--- src/rtl/oftc_pkg.sv ---
// ----------------------------------------------------------------------------
// oftc_pkg
// Shared constants and types for the cursor slot tag store.
// ----------------------------------------------------------------------------
package oftc_pkg;

  localparam int unsigned SLOT_COUNT_DEF = 8;
  localparam int unsigned ID_W           = 16;
  localparam int unsigned STAMP_W        = 32;
  localparam int unsigned SLOT_IDX_W     = 3;
  localparam int unsigned ENTRY_W        = ID_W + STAMP_W;

  // One slot as held in the tag memory.
  typedef struct packed {
    logic [ID_W-1:0]    tag;
    logic [STAMP_W-1:0] stamp;
  } slot_entry_t;

endpackage

--- src/rtl/oftc_ram.sv ---
// ----------------------------------------------------------------------------
// oftc_ram
// Generic single-write, single-read RAM with a registered read port.
// ----------------------------------------------------------------------------
module oftc_ram #(
  parameter int unsigned WIDTH = 8,
  parameter int unsigned DEPTH = 8,
  localparam int unsigned AW   = (DEPTH > 1) ? $clog2(DEPTH) : 1
) (
  input  logic             clk_i,
  input  logic             we_i,
  input  logic [AW-1:0]    waddr_i,
  input  logic [WIDTH-1:0] wdata_i,
  input  logic [AW-1:0]    raddr_i,
  output logic [WIDTH-1:0] rdata_o
);

  logic [WIDTH-1:0] mem_q [DEPTH];
  logic [WIDTH-1:0] rdata_q;

  always_ff @(posedge clk_i) begin
    if (we_i) begin
      mem_q[waddr_i] <= wdata_i;
    end
    rdata_q <= mem_q[raddr_i];
  end

  assign rdata_o = rdata_q;

endmodule

--- src/rtl/oldest_first_slot_cache_tags.sv ---
// ----------------------------------------------------------------------------
// oldest_first_slot_cache_tags
// Fully associative cursor tag store with oldest-first replacement.
// ----------------------------------------------------------------------------
// Scan: a miss reads every slot before its result is loaded; a hit ends the
//   scan at the matching slot.
// Throughput: one request at a time, accepted the cycle after the result is
//   loaded; the result load waits while the output stalls. The scan reads
//   one tag RAM entry per cycle.
// Reset: all slots invalid; valid bits sit in flip-flops cleared at once.
// ----------------------------------------------------------------------------
module oldest_first_slot_cache_tags
  import oftc_pkg::*;
#(
  parameter int unsigned SLOT_COUNT = SLOT_COUNT_DEF
) (
  input  logic                  clk_i,
  input  logic                  rst_ni,
  // request channel
  input  logic                  in_valid_i,
  output logic                  in_stall_o,
  input  logic [ID_W-1:0]       cursor_id_i,
  input  logic [STAMP_W-1:0]    now_ms_i,
  // result channel
  output logic                  out_valid_o,
  input  logic                  out_stall_i,
  output logic                  hit_o,
  output logic [SLOT_IDX_W-1:0] slot_index_o,
  output logic                  evicted_o,
  output logic [ID_W-1:0]       evicted_id_o
);

  localparam int unsigned SW = (SLOT_COUNT > 1) ? $clog2(SLOT_COUNT) : 1;
  localparam int unsigned CW = $clog2(SLOT_COUNT + 1);

  typedef enum logic [1:0] {
    ST_IDLE,
    ST_SCAN,
    ST_WRITE
  } state_e;

  state_e              state_q;

  // request held for the whole scan
  logic [ID_W-1:0]     id_q;
  logic [STAMP_W-1:0]  now_q;

  // scan bookkeeping: issue side and check side of the registered RAM read
  logic [CW-1:0]       issue_q;
  logic                chk_vld_q;
  logic [SW-1:0]       chk_idx_q;

  // scan findings
  logic                hit_found_q;
  logic [SW-1:0]       hit_idx_q;
  logic                free_found_q;
  logic [SW-1:0]       free_idx_q;
  logic                best_set_q;
  logic [SW-1:0]       best_idx_q;
  logic [STAMP_W-1:0]  best_stamp_q;
  logic [ID_W-1:0]     best_tag_q;

  logic [SLOT_COUNT-1:0] slot_valid_q;

  // result register
  logic                  out_valid_q;
  logic                  hit_q;
  logic [SLOT_IDX_W-1:0] slot_index_q;
  logic                  evicted_q;
  logic [ID_W-1:0]       evicted_id_q;

  // RAM port signals
  logic                ram_we;
  logic [SW-1:0]       ram_waddr;
  slot_entry_t         ram_wdata;
  logic [SW-1:0]       ram_raddr;
  slot_entry_t         ram_rdata;

  // combinational helpers
  logic                in_acc;
  logic                out_free;
  logic                issue_more;
  logic                chk_slot_valid;
  logic                chk_hit;
  logic                chk_last;
  logic [SW-1:0]       pick_idx;
  logic [SW+2:0]       pick_wide;
  logic [SW+2:0]       hit_wide;

  assign in_stall_o = (state_q != ST_IDLE);
  assign in_acc     = in_valid_i && !in_stall_o;
  assign out_free   = !out_valid_q || !out_stall_i;

  assign issue_more = (issue_q < CW'(SLOT_COUNT));
  assign ram_raddr  = issue_q[SW-1:0];

  assign chk_slot_valid = slot_valid_q[chk_idx_q];
  assign chk_hit        = chk_vld_q && chk_slot_valid && (ram_rdata.tag == id_q);
  assign chk_last       = (chk_idx_q == SW'(SLOT_COUNT - 1));

  // Prefer the first free slot, else the oldest valid one.
  assign pick_idx  = free_found_q ? free_idx_q : best_idx_q;
  assign pick_wide = {3'b000, pick_idx};
  assign hit_wide  = {3'b000, hit_idx_q};

  // Write back only on a miss, in the write step; the scan never reads then,
  // so no read can overlap a pending write of the same slot.
  assign ram_we          = (state_q == ST_WRITE) && out_free && !hit_found_q;
  assign ram_waddr       = pick_idx;
  assign ram_wdata.tag   = id_q;
  assign ram_wdata.stamp = now_q;

  oftc_ram #(
    .WIDTH (ENTRY_W),
    .DEPTH (SLOT_COUNT)
  ) u_tag_ram (
    .clk_i   (clk_i),
    .we_i    (ram_we),
    .waddr_i (ram_waddr),
    .wdata_i (ram_wdata),
    .raddr_i (ram_raddr),
    .rdata_o (ram_rdata)
  );

  always_ff @(posedge clk_i or negedge rst_ni) begin
    if (!rst_ni) begin
      state_q      <= ST_IDLE;
      slot_valid_q <= '0;
      out_valid_q  <= 1'b0;
      chk_vld_q    <= 1'b0;
      issue_q      <= '0;
      hit_found_q  <= 1'b0;
      free_found_q <= 1'b0;
      best_set_q   <= 1'b0;
    end else begin
      // drain the result register; the write step reloads it itself
      if (out_valid_q && !out_stall_i && (state_q != ST_WRITE)) begin
        out_valid_q <= 1'b0;
      end

      unique case (state_q)
        ST_IDLE: begin
          if (in_acc) begin
            id_q         <= cursor_id_i;
            now_q        <= now_ms_i;
            issue_q      <= '0;
            chk_vld_q    <= 1'b0;
            hit_found_q  <= 1'b0;
            free_found_q <= 1'b0;
            best_set_q   <= 1'b0;
            state_q      <= ST_SCAN;
          end
        end

        ST_SCAN: begin
          // advance the read side
          if (issue_more) begin
            issue_q   <= issue_q + CW'(1);
            chk_idx_q <= issue_q[SW-1:0];
            chk_vld_q <= 1'b1;
          end else begin
            chk_vld_q <= 1'b0;
          end

          // check the slot whose data just came back
          if (chk_vld_q) begin
            if (chk_hit) begin
              hit_found_q <= 1'b1;
              hit_idx_q   <= chk_idx_q;
              state_q     <= ST_WRITE;
            end else begin
              if (!chk_slot_valid && !free_found_q) begin
                free_found_q <= 1'b1;
                free_idx_q   <= chk_idx_q;
              end
              // strict compare keeps the lowest index on a tie
              if (chk_slot_valid &&
                  (!best_set_q || (ram_rdata.stamp < best_stamp_q))) begin
                best_set_q   <= 1'b1;
                best_idx_q   <= chk_idx_q;
                best_stamp_q <= ram_rdata.stamp;
                best_tag_q   <= ram_rdata.tag;
              end
              if (chk_last) begin
                state_q <= ST_WRITE;
              end
            end
          end
        end

        ST_WRITE: begin
          // hold until the result register can take the answer
          if (out_free) begin
            out_valid_q <= 1'b1;
            if (hit_found_q) begin
              hit_q        <= 1'b1;
              slot_index_q <= hit_wide[SLOT_IDX_W-1:0];
              evicted_q    <= 1'b0;
              evicted_id_q <= '0;
            end else begin
              hit_q                  <= 1'b0;
              slot_index_q           <= pick_wide[SLOT_IDX_W-1:0];
              slot_valid_q[pick_idx] <= 1'b1;
              evicted_q              <= !free_found_q;
              evicted_id_q           <= free_found_q ? '0 : best_tag_q;
            end
            state_q <= ST_IDLE;
          end
        end

        default: begin
          state_q <= ST_IDLE;
        end
      endcase
    end
  end

  assign out_valid_o  = out_valid_q;
  assign hit_o        = hit_q;
  assign slot_index_o = slot_index_q;
  assign evicted_o    = evicted_q;
  assign evicted_id_o = evicted_id_q;

endmodule

--- config.mk ---
export PLATFORM = sky130hd
export DESIGN_NAME = oldest_first_slot_cache_tags
export DESIGN_NICKNAME = d
export VERILOG_FILES = /design/src/rtl/oftc_pkg.sv /design/src/rtl/oftc_ram.sv /design/src/rtl/oldest_first_slot_cache_tags.sv
export SDC_FILE = /design/constraint.sdc
export NUM_CORES = 1
export LEC_CHECK = 0
export BUFFER_PORTS_ARGS = -buffer_cell sky130_fd_sc_hd__buf_2
export CAP_MARGIN = 20
export CORE_MARGIN = 5
export CORE_UTILIZATION = 45
export DETAILED_ROUTE_END_ITERATION = 10
export GPL_TIMING_DRIVEN = 0
export PLACE_DENSITY = 0.72
export RECOVER_POWER = 50
export SETUP_SLACK_MARGIN = 0.4
export SYNTH_ARGS = -nofsm -noshare
export SYNTH_HDL_FRONTEND = slang
export SYNTH_SLANG_ARGS = --single-unit
--- constraint.sdc ---
create_clock -name clk_i -period 10.6 [get_ports clk_i]
set_input_delay 2.12 -clock clk_i [delete_from_list [all_inputs] [get_ports clk_i]]
set_output_delay 2.12 -clock clk_i [all_outputs]
set_load 0.02 [all_outputs]
Word-level counts from Yosys, hierarchy flattened
Memories as Yosys holds them, arrays and structs flattened. A register that Yosys moved wholly into a read port is not among the register bits.
Index checks and enable logic that the tools add are counted.
W data, S select, Z words.

operators by class
  add/subtract/negate cells = 1
  $mul = 0
  div/mod/pow operators = 0
  order comparisons = 5
  eq/ne operators = 14
  shift operators = 0
  muxes and demuxes = 35
  bitwise gates (word level) = 3
  reductions and logical operators = 36

operators by type and width
  kind                   number
  $lt A32 B32 Y1         1
  $reduce_and A5 Y1      4
  $mux W1                18
  $ne A2 B2 Y1 const B   9
  $eq A16 B16 Y1         1
  $reduce_and A3 Y1      5
  $reduce_and A4 Y1      3
  $logic_and A1 B1 Y1    10
  $mux W2                5
  $lt A3 B4 Y1 const B   2
  $mux W4                2
  $or A8 B8 Y8           1
  $pmux W1 S2            4
  $pmux W4 S2            1
  $logic_not A1 Y1       7
  $mux W3                2
  $pmux W2 S3            1
  $add A4 B1 Y4 const B  1
  $lt A4 B4 Y1 const B   1
  $reduce_bool A2 Y1     2
  $bmux W1 S3            1
  $demux W1 S3           1
  $eq A3 B3 Y1 const B   1
  $ge A3 B1 Y1 const B   1
  other kinds (8)        10

word-level totals
  flip-flop bits (word level) = 148
  latch bits = 0
  RAM bits = 384
  memory bits (read-only) = 0
  logic and storage cells = 115
  memories = 1

memory list
  name             words  bits a word  rd ports  clocked after memory_dff  wr ports  line            source
  u_tag_ram.mem_q  8      48           1         1                         1         oftc_ram.sv:18  logic [WIDTH-1:0] mem_q [DEPTH];

Depth between registers and ports, before layout
Gate-level depths: netlist of the first run.

  word-level depth = 8
  gate-level depth with buffers = 8

By module
Synthesis of the first run repeated with hierarchy kept, for this count alone.

unflattened totals
  cells, all modules = 985
  area, all modules = 21,571.9 µm²

modules (own cells, without submodules)
  module                        instances  cells an instance  area an instance (µm²)  seq. area each (µm²)
  oftc_ram                      1          616                15,620.0                12,492.0
  oldest_first_slot_cache_tags  1          369                5,952.0                 4,349.2

Least setup slack after synthesis of the first run
Ideal clock, no wire load.

  kind = in2reg
  start = input port out_stall_i
  end = memory u_tag_ram.mem_q[0][0] (netlist bit), enable pin
  setup time = 0.454 ns
  arrival = 4.630 ns
  data required time = 10.146 ns
  slack = 5.515 ns
  stages on the path = 4
  buffers on the path = 0
  cells stage by stage = nand2_1 > nor3b_1 > nand2b_1 > nor2_1

on the way
  cells in the longest elaborated chain, start to end = 6

ends and longest elaborated chain
  what                               line                                 source
  start: declaration                 oldest_first_slot_cache_tags.sv:26   input logic out_stall_i,
  $logic_not A1 Y1                   oldest_first_slot_cache_tags.sv:92   assign out_free = !out_valid_q || !out_stall_i;
  $logic_or A1 B1 Y1                 oldest_first_slot_cache_tags.sv:92
  $logic_and A1 B1 Y1 (2 in series)  oldest_first_slot_cache_tags.sv:108  assign ram_we = (state_q == ST_WRITE) && out_free && !hit_found_q;
  $mux W1                            oftc_ram.sv:22                       if (we_i) begin
  $mux W1 (implied by the code)      oftc_ram.sv:23                       mem_q[waddr_i] <= wdata_i;
  end: declaration                   oftc_ram.sv:18

No other way between the ends.

Final worst setup path of the first run
  start = input port rst_ni
  end = register best_stamp_q[10], enable pin

on the way
  cells in the longest elaborated chain, start to end = 1

ends and longest elaborated chain
  what                         line                                 source
  start: declaration           oldest_first_slot_cache_tags.sv:18   input logic rst_ni,
  $reduce_and A5 Y1 (no line)  --
  end signal: assignment       oldest_first_slot_cache_tags.sv:181  best_stamp_q <= ram_rdata.stamp;
  end: declaration             oldest_first_slot_cache_tags.sv:60   logic [STAMP_W-1:0] best_stamp_q;

No other way between the ends.
A chain may end at the register's enable or synchronous reset.

==> results of run 1 <==
## final timing paths
kind                                      start               end  depth (start not counted)  slack (ns)
setup / recovery                         rst_ni  best_stamp_q[10]                          4        6.41
hold / removal             u_tag_ram.rdata_o[0]   best_stamp_q[0]                          0        0.43
setup reg to reg               best_stamp_q[12]  best_stamp_q[10]                          9        7.55
hold reg to reg            u_tag_ram.rdata_o[0]   best_stamp_q[0]                          0        0.43
max in group asynchronous                rst_ni   slot_valid_q[7]                          1        8.06
min in group asynchronous                rst_ni       out_valid_o                          1        1.78
## kinds of logic (layout without fill, tap and decap cells)
| kind of cell | Yosys count | after routing | share of synthesized area |
|---|---|---|---|
| flip-flops | 580 | 580 | 0.7911 |
| multiplexers | 157 | 157 | 0.1352 |
| AND/OR/NAND/NOR | 93 | 93 | 0.02316 |
| buffers and inverters | 64 | 259 | 0.01217 |
| AO/OA/AOI/OAI | 42 | 42 | 0.01299 |
| adder cells (fa/ha/maj) | 32 | 32 | 0.01881 |
| XOR/XNOR | 16 | 16 | 0.006583 |
| other | 0 | 1 | 0 |
## stage by stage
step	hold slack [ns]	utilization	instances	worst slack, ns	instance area [µm²]
2_1_floorplan	0.3995	-	984	5.515	21290
3_3_place_gp	0.4162	0.4805	1665	2.791	22420
3_5_place_dp	0.4190	0.4904	1683	6.202	22880
4_1_cts	0.4339	0.5285	1785	6.762	24660
5_1_grt	0.4414	0.5285	1786	6.092	24660
6_report	0.4322	0.5286	1787	6.415	24660
## routing by layer
layer  share of wire  global-route usage
met5               0                   0
met3           0.055             0.02669
met1            0.44              0.2240
met4           0.022             0.04282
met2            0.48              0.2516
## Yosys cell counts, types with 9 or more instances
| cell | n |
|---|---|
| and2_1 | 16 |
| nand2_1 | 23 |
| a21oi_1 | 16 |
| inv_1 | 33 |
| mux4_2 | 96 |
| nor2_1 | 18 |
| edfxtp_1 | 513 |
| dfxtp_1 | 48 |
| dfrtp_1 | 19 |
| ha_1 | 32 |
| buf_2 | 12 |
| or2_2 | 9 |
| mux2_2 | 56 |
| clkbuf_1 | 18 |
## power groups by stage
stage | Combinational (mW) | Sequential [mW] | Clock, mW
CTS | 1.31 | 2.89 | 1.94
floorplan | 0.952 | 2.90 | 0
finish | 1.27 | 2.89 | 1.90
detailed placement | 1.29 | 2.94 | 0
global route | 1.40 | 2.92 | 2.05
global placement | 1.24 | 2.94 | 0
## critical path, cell delays in order
cell and delay [ns]:
clkbuf_1 0.88, nand2_1 0.28, and3b_2 0.85, buf_12 0.29
## placed cells by master, fill, tap and decap left out, types with 3 or more instances in the layout
cell and instances:
a22o_1 5, xnor2_1 8, and2_0 13, a21oi_1 16
buf_2 77, dfrtp_1 19, nor2_4 8, clkinv_2 13
dfxtp_1 48, o21ai_0 7, mux4_2 96, bufinv_16 4
clkinv_1 3, nand3_1 5, buf_16 5, ha_1 32
nor4_1 3, mux2_2 51, nand2_1 23, nor2_1 10
and2_1 3, mux2_1 5, nand4_1 3, nand2b_1 3
clkbuf_16 54, clkbuf_8 9, clkbuf_1 40, or4_1 3
or2_2 9, inv_1 33, buf_12 13, xor2_1 8
edfxtp_1 513
## flip-flops by register name, summed over array words and instances (netlist names), 2 cells and up
signal	count
best_idx_q	3
id_q	16
now_q	32
best_stamp_q	32
chk_idx_q	3
u_tag_ram.rdata_o	48
issue_q	4
state_q	2
best_tag_q	16
slot_index_o	3
evicted_id_o	16
u_tag_ram.mem_q	384
free_idx_q	3
hit_idx_q	3
slot_valid_q	8
## final cells by class
cell class | instances | share of cell area
antenna | 1 | 0.0001015
buffer | 31 | 0.005429
clock buffer | 76 | 0.06180
clock inverter | 26 | 0.01030
inverter | 33 | 0.005023
multi-input combinational | 340 | 0.1723
sequential | 580 | 0.6829
tap | 607 | 0.03080
timing repair buffer | 93 | 0.03136
==> flow_summary.yaml, run 1 <==
floorplan:
  die_x_um: 227.5
  die_h_um: 227.5
  initial_core_util: 0.4563
  core_area_um2: 46650
  ios: 75
  fp-row-count: 79
  die-area_um2: 51760
drt:
  wl_per_cell_um: 22.19
  wl_um: 39650
  via_per_inst: 5.330
  final_antenna_net_count: 0
  via_count: 9524
  drt_iter0_drc: 757
  drt_pass1_iterations: 5
  drc: 0
layout:
  drive_gt1_frac: 0.2986
  multi_input_area_um2: 4248
  regArea_um2: 16840
  nNetsFinal: 1217
  fill_cells: 3558
  syn_to_final_growth_pct: 15.83
timing:
  finalCritPeriodShare: 0.3948
  max_clock_freq_mhz: 238.9
  setup_viol: 0
  finClkSkew_ns: 0.02321
  setup_tns_ns: 0
  drv_slew: 0
  rsz0062_at_grt: "false"
  hold_viol_final: 0
  period_needed_ns: 4.185
  slew-limit-headroom: 0.1729
  worst_pin_slew_ns: 1.241
clock_tree:
  cts_resized: 0
  cts.sinks: 580
  cts_hold_buf: 0
  clk_pin_slew_worst_paths_ns: 0.06
  clk_latency_ns: 0.58
  root_buffer: "clkbuf_16"
  ctsHtreeMaxLevel: 2
  cts_buffer_depth: 3
  cts_buffers: 54
  post_cts_buffers: 0
  cts_tree: "yes"
pwr:
  p_per_area_nw_per_um2: 246.2
  p_clk_frac: 0.314
  irDropWorstVdd_mv: 0.1070
  p_comb_frac: 0.210
  p_total_mw: 6.070
  leakage_nw: 8.249
  swShare: 0.2591
  p_sw_mw: 1.573
  pwr-share-seq: 0.477
  internal_power_mw: 4.497
placement:
  port_buffers: 74
  place_hpwl_um: 24500
  gp_congestion: 0.7369
global_routing:
  antenna_found_initial: 0
  grt_use_total: 0.1560
  grt_max_degree: 32
  grt-ovfl-total: 0
  grt_pass1_wl_um: 60710
  grt_pass1_vias: 10080
synth:
  synth_area_leaders: "edfxtp_1 (72%), mux4_2 (10%), dfxtp_1 (4.5%)"
  synth-seq-area-share: 0.7911
  synth_edf_count: 513
  synthArstFlopShare: 0.03276
  yosysTopAreaCell: "edfxtp_1"
  synth_warnings: 0
  syn_inst: 984
  synth_area_um2: 21290
  syn-num-nets: 1068
  ys.flop_type: "edfxtp_1"
  avgSynthCellArea_um2: 21.64
  yosys.cell_types.count: 47
  synth_top_area_share: 0.7236
  synth-seq-cells: 580
min_path:
  holdCritPathClass: "flop to flop"
worst_setup_path:
  start_kind: "primary input"
  crit_fanout: 26
  crit_path_end_kind: "flop"
  critPathKind: "primary input to flop"
  crit_arrival_ns: 4.45
  cp_data_required_time_ns: 10.86
flow_run:
  cap_violations: 0
status:
  outcome: "completed"
Note: power is estimated with default switching activity, not from simulation.
==> inputs of run 2 (changes only) <==
Clock period 10.6 ns to 4 ns, I/O delays scaled along.
==> flow_summary.yaml, run 2 (same netlist as run 1, synthesis figures left out) <==
drt:
  wl_um: 39660
  via_count: 9552
  drc: 0
  drt_pass1_iterations: 5
  final_antenna_net_count: 0
  wl_per_cell_um: 22.19
  drt_iter0_drc: 826
  via_per_inst: 5.345
timing:
  rsz0062_at_grt: "false"
  finalCritPeriodShare: 0.7692
  setup_viol: 0
  hold-worst-slack_ns: 0.3879
  slew-limit-headroom: 0.1730
  worst_pin_slew_ns: 1.241
  hold_viol_final: 0
  finClkSkew_ns: 0.02155
  period_needed_ns: 3.077
  max_clock_freq_mhz: 325.0
  drv_slew: 0
global_routing:
  grt_pass1_vias: 10080
  antenna_found_initial: 0
  grt_max_degree: 32
  grt_pass1_wl_um: 60710
  grt-ovfl-total: 0
  grt_use_total: 0.1560
floorplan:
  ios: 75
  die_h_um: 227.5
  die_x_um: 227.5
  die-area_um2: 51760
  core_area_um2: 46650
  fp-row-count: 79
  initial_core_util: 0.4563
worst_setup_path:
  cp_data_required_time_ns: 4.27
  crit_fanout: 26
  cpPeakStageDelay_ns: 0.77
  start_kind: "flop"
  cpMaxStageDelayCell: "and3b_2"
  critPathKind: "flop to flop"
  crit_chain: "mux4_1 > mux2i_1 > a221o_2 > a211oi_1 > and3b_2 > buf_12"
  crit_arrival_ns: 3.34
  crit_path_end_kind: "flop"
clock_tree:
  cts_hold_buf: 0
  clk_latency_ns: 0.58
  ctsHtreeMaxLevel: 2
  cts_resized: 0
  root_buffer: "clkbuf_16"
  clk_pin_slew_worst_paths_ns: 0.06
  cts_tree: "yes"
  cts.sinks: 580
  cts_buffer_depth: 3
  cts_buffers: 54
  post_cts_buffers: 0
placement:
  place_hpwl_um: 24500
  dp_cells: 1683
  port_buffers: 74
  gp_congestion: 0.7369
layout:
  nNetsFinal: 1217
  drive_gt1_frac: 0.3003
  layout_common_cells: "edfxtp_1 (513), mux4_2 (96), buf_2 (78)"
  syn_to_final_growth_pct: 15.78
  mostFrequentLayoutCell: "edfxtp_1"
  top_register: "u_tag_ram.mem_q"
  fin_util: 0.5283
  largest_reg_flops: 384
  layoutNonFillerInstCount: 1787
pwr:
  p_total_mw: 16.09
  p_per_area_nw_per_um2: 652.7
  irDropWorstVdd_mv: 0.2834
  leakage_nw: 8.254
flow_run:
  cap_violations: 0
status:
  outcome: "completed"
min_path:
  holdCritPathClass: "primary input to flop"
run 2: cell counts in the layout (fill, tap and decap cells not counted):
Identical to the previous run, type by type.
run 2: stage by stage:
stage | setup slack [ns] | cell area (µm²) | TNS [ns]
6_report | 0.9231 | 24650 | 0
5_1_grt | 0.7444 | 24650 | 0
4_1_cts | 0.8887 | 24660 | 0
3_5_place_dp | 0.8999 | 22880 | 0
3_3_place_gp | -2.489 | 22420 | -917.60
2_1_floorplan | 0.2353 | 21290 | 0
run 2: where the power goes:
part | total [mW] | internal (mW) | switching, mW
Combinational | 3.38 | 1.68 | 1.70
Clock | 5.05 | 2.92 | 2.12
Sequential | 7.67 | 7.32 | 0.346
Total | 16.1 | 11.9 | 4.17
run 2: final cells by class:
class | count | area [µm²]
diodes | 1 | 2.502
plain buffers | 31 | 133.9
clock buffers | 76 | 1524
clock inverters | 26 | 254.0
fillers | 3564 | 22010
inverters | 33 | 123.9
multi-input cells | 340 | 4247
flip-flops and latches | 580 | 16840
well taps | 607 | 759.5
repair buffers | 93 | 763.2
run 2: final timing paths:
kind	slack [ns]	cells after the start	end	from
min in group asynchronous	0.46	1	out_valid_o	rst_ni
max	0.92	6	best_stamp_q[7]	chk_idx_q[0]
max reg2reg	0.92	6	best_stamp_q[7]	chk_idx_q[0]
max in group asynchronous	2.79	1	slot_valid_q[7]	rst_ni
min reg2reg	0.43	0	best_stamp_q[0]	u_tag_ram.rdata_o[0]
min	0.39	1	now_q[19]	now_ms_i[19]
run 2: worst max-delay path: cells and delay by family (launching register included):
kind,cells,cell delay (ns)
buf+inv,1,0.29
simple gates,1,0.77
flops,1,0.50
mux,2,0.57
compound gates,2,0.63
run 2: per-layer routing:
metal | vias to the layer above | part of all wire | global-route usage
met3 | 62 | 0.057 | 0.02669
met4 | 0 | 0.022 | 0.04282
met1 | 4951 | 0.44 | 0.2240
met2 | 271 | 0.48 | 0.2516
met5 | - | 0 | 0
li1 | 4268 | - | -
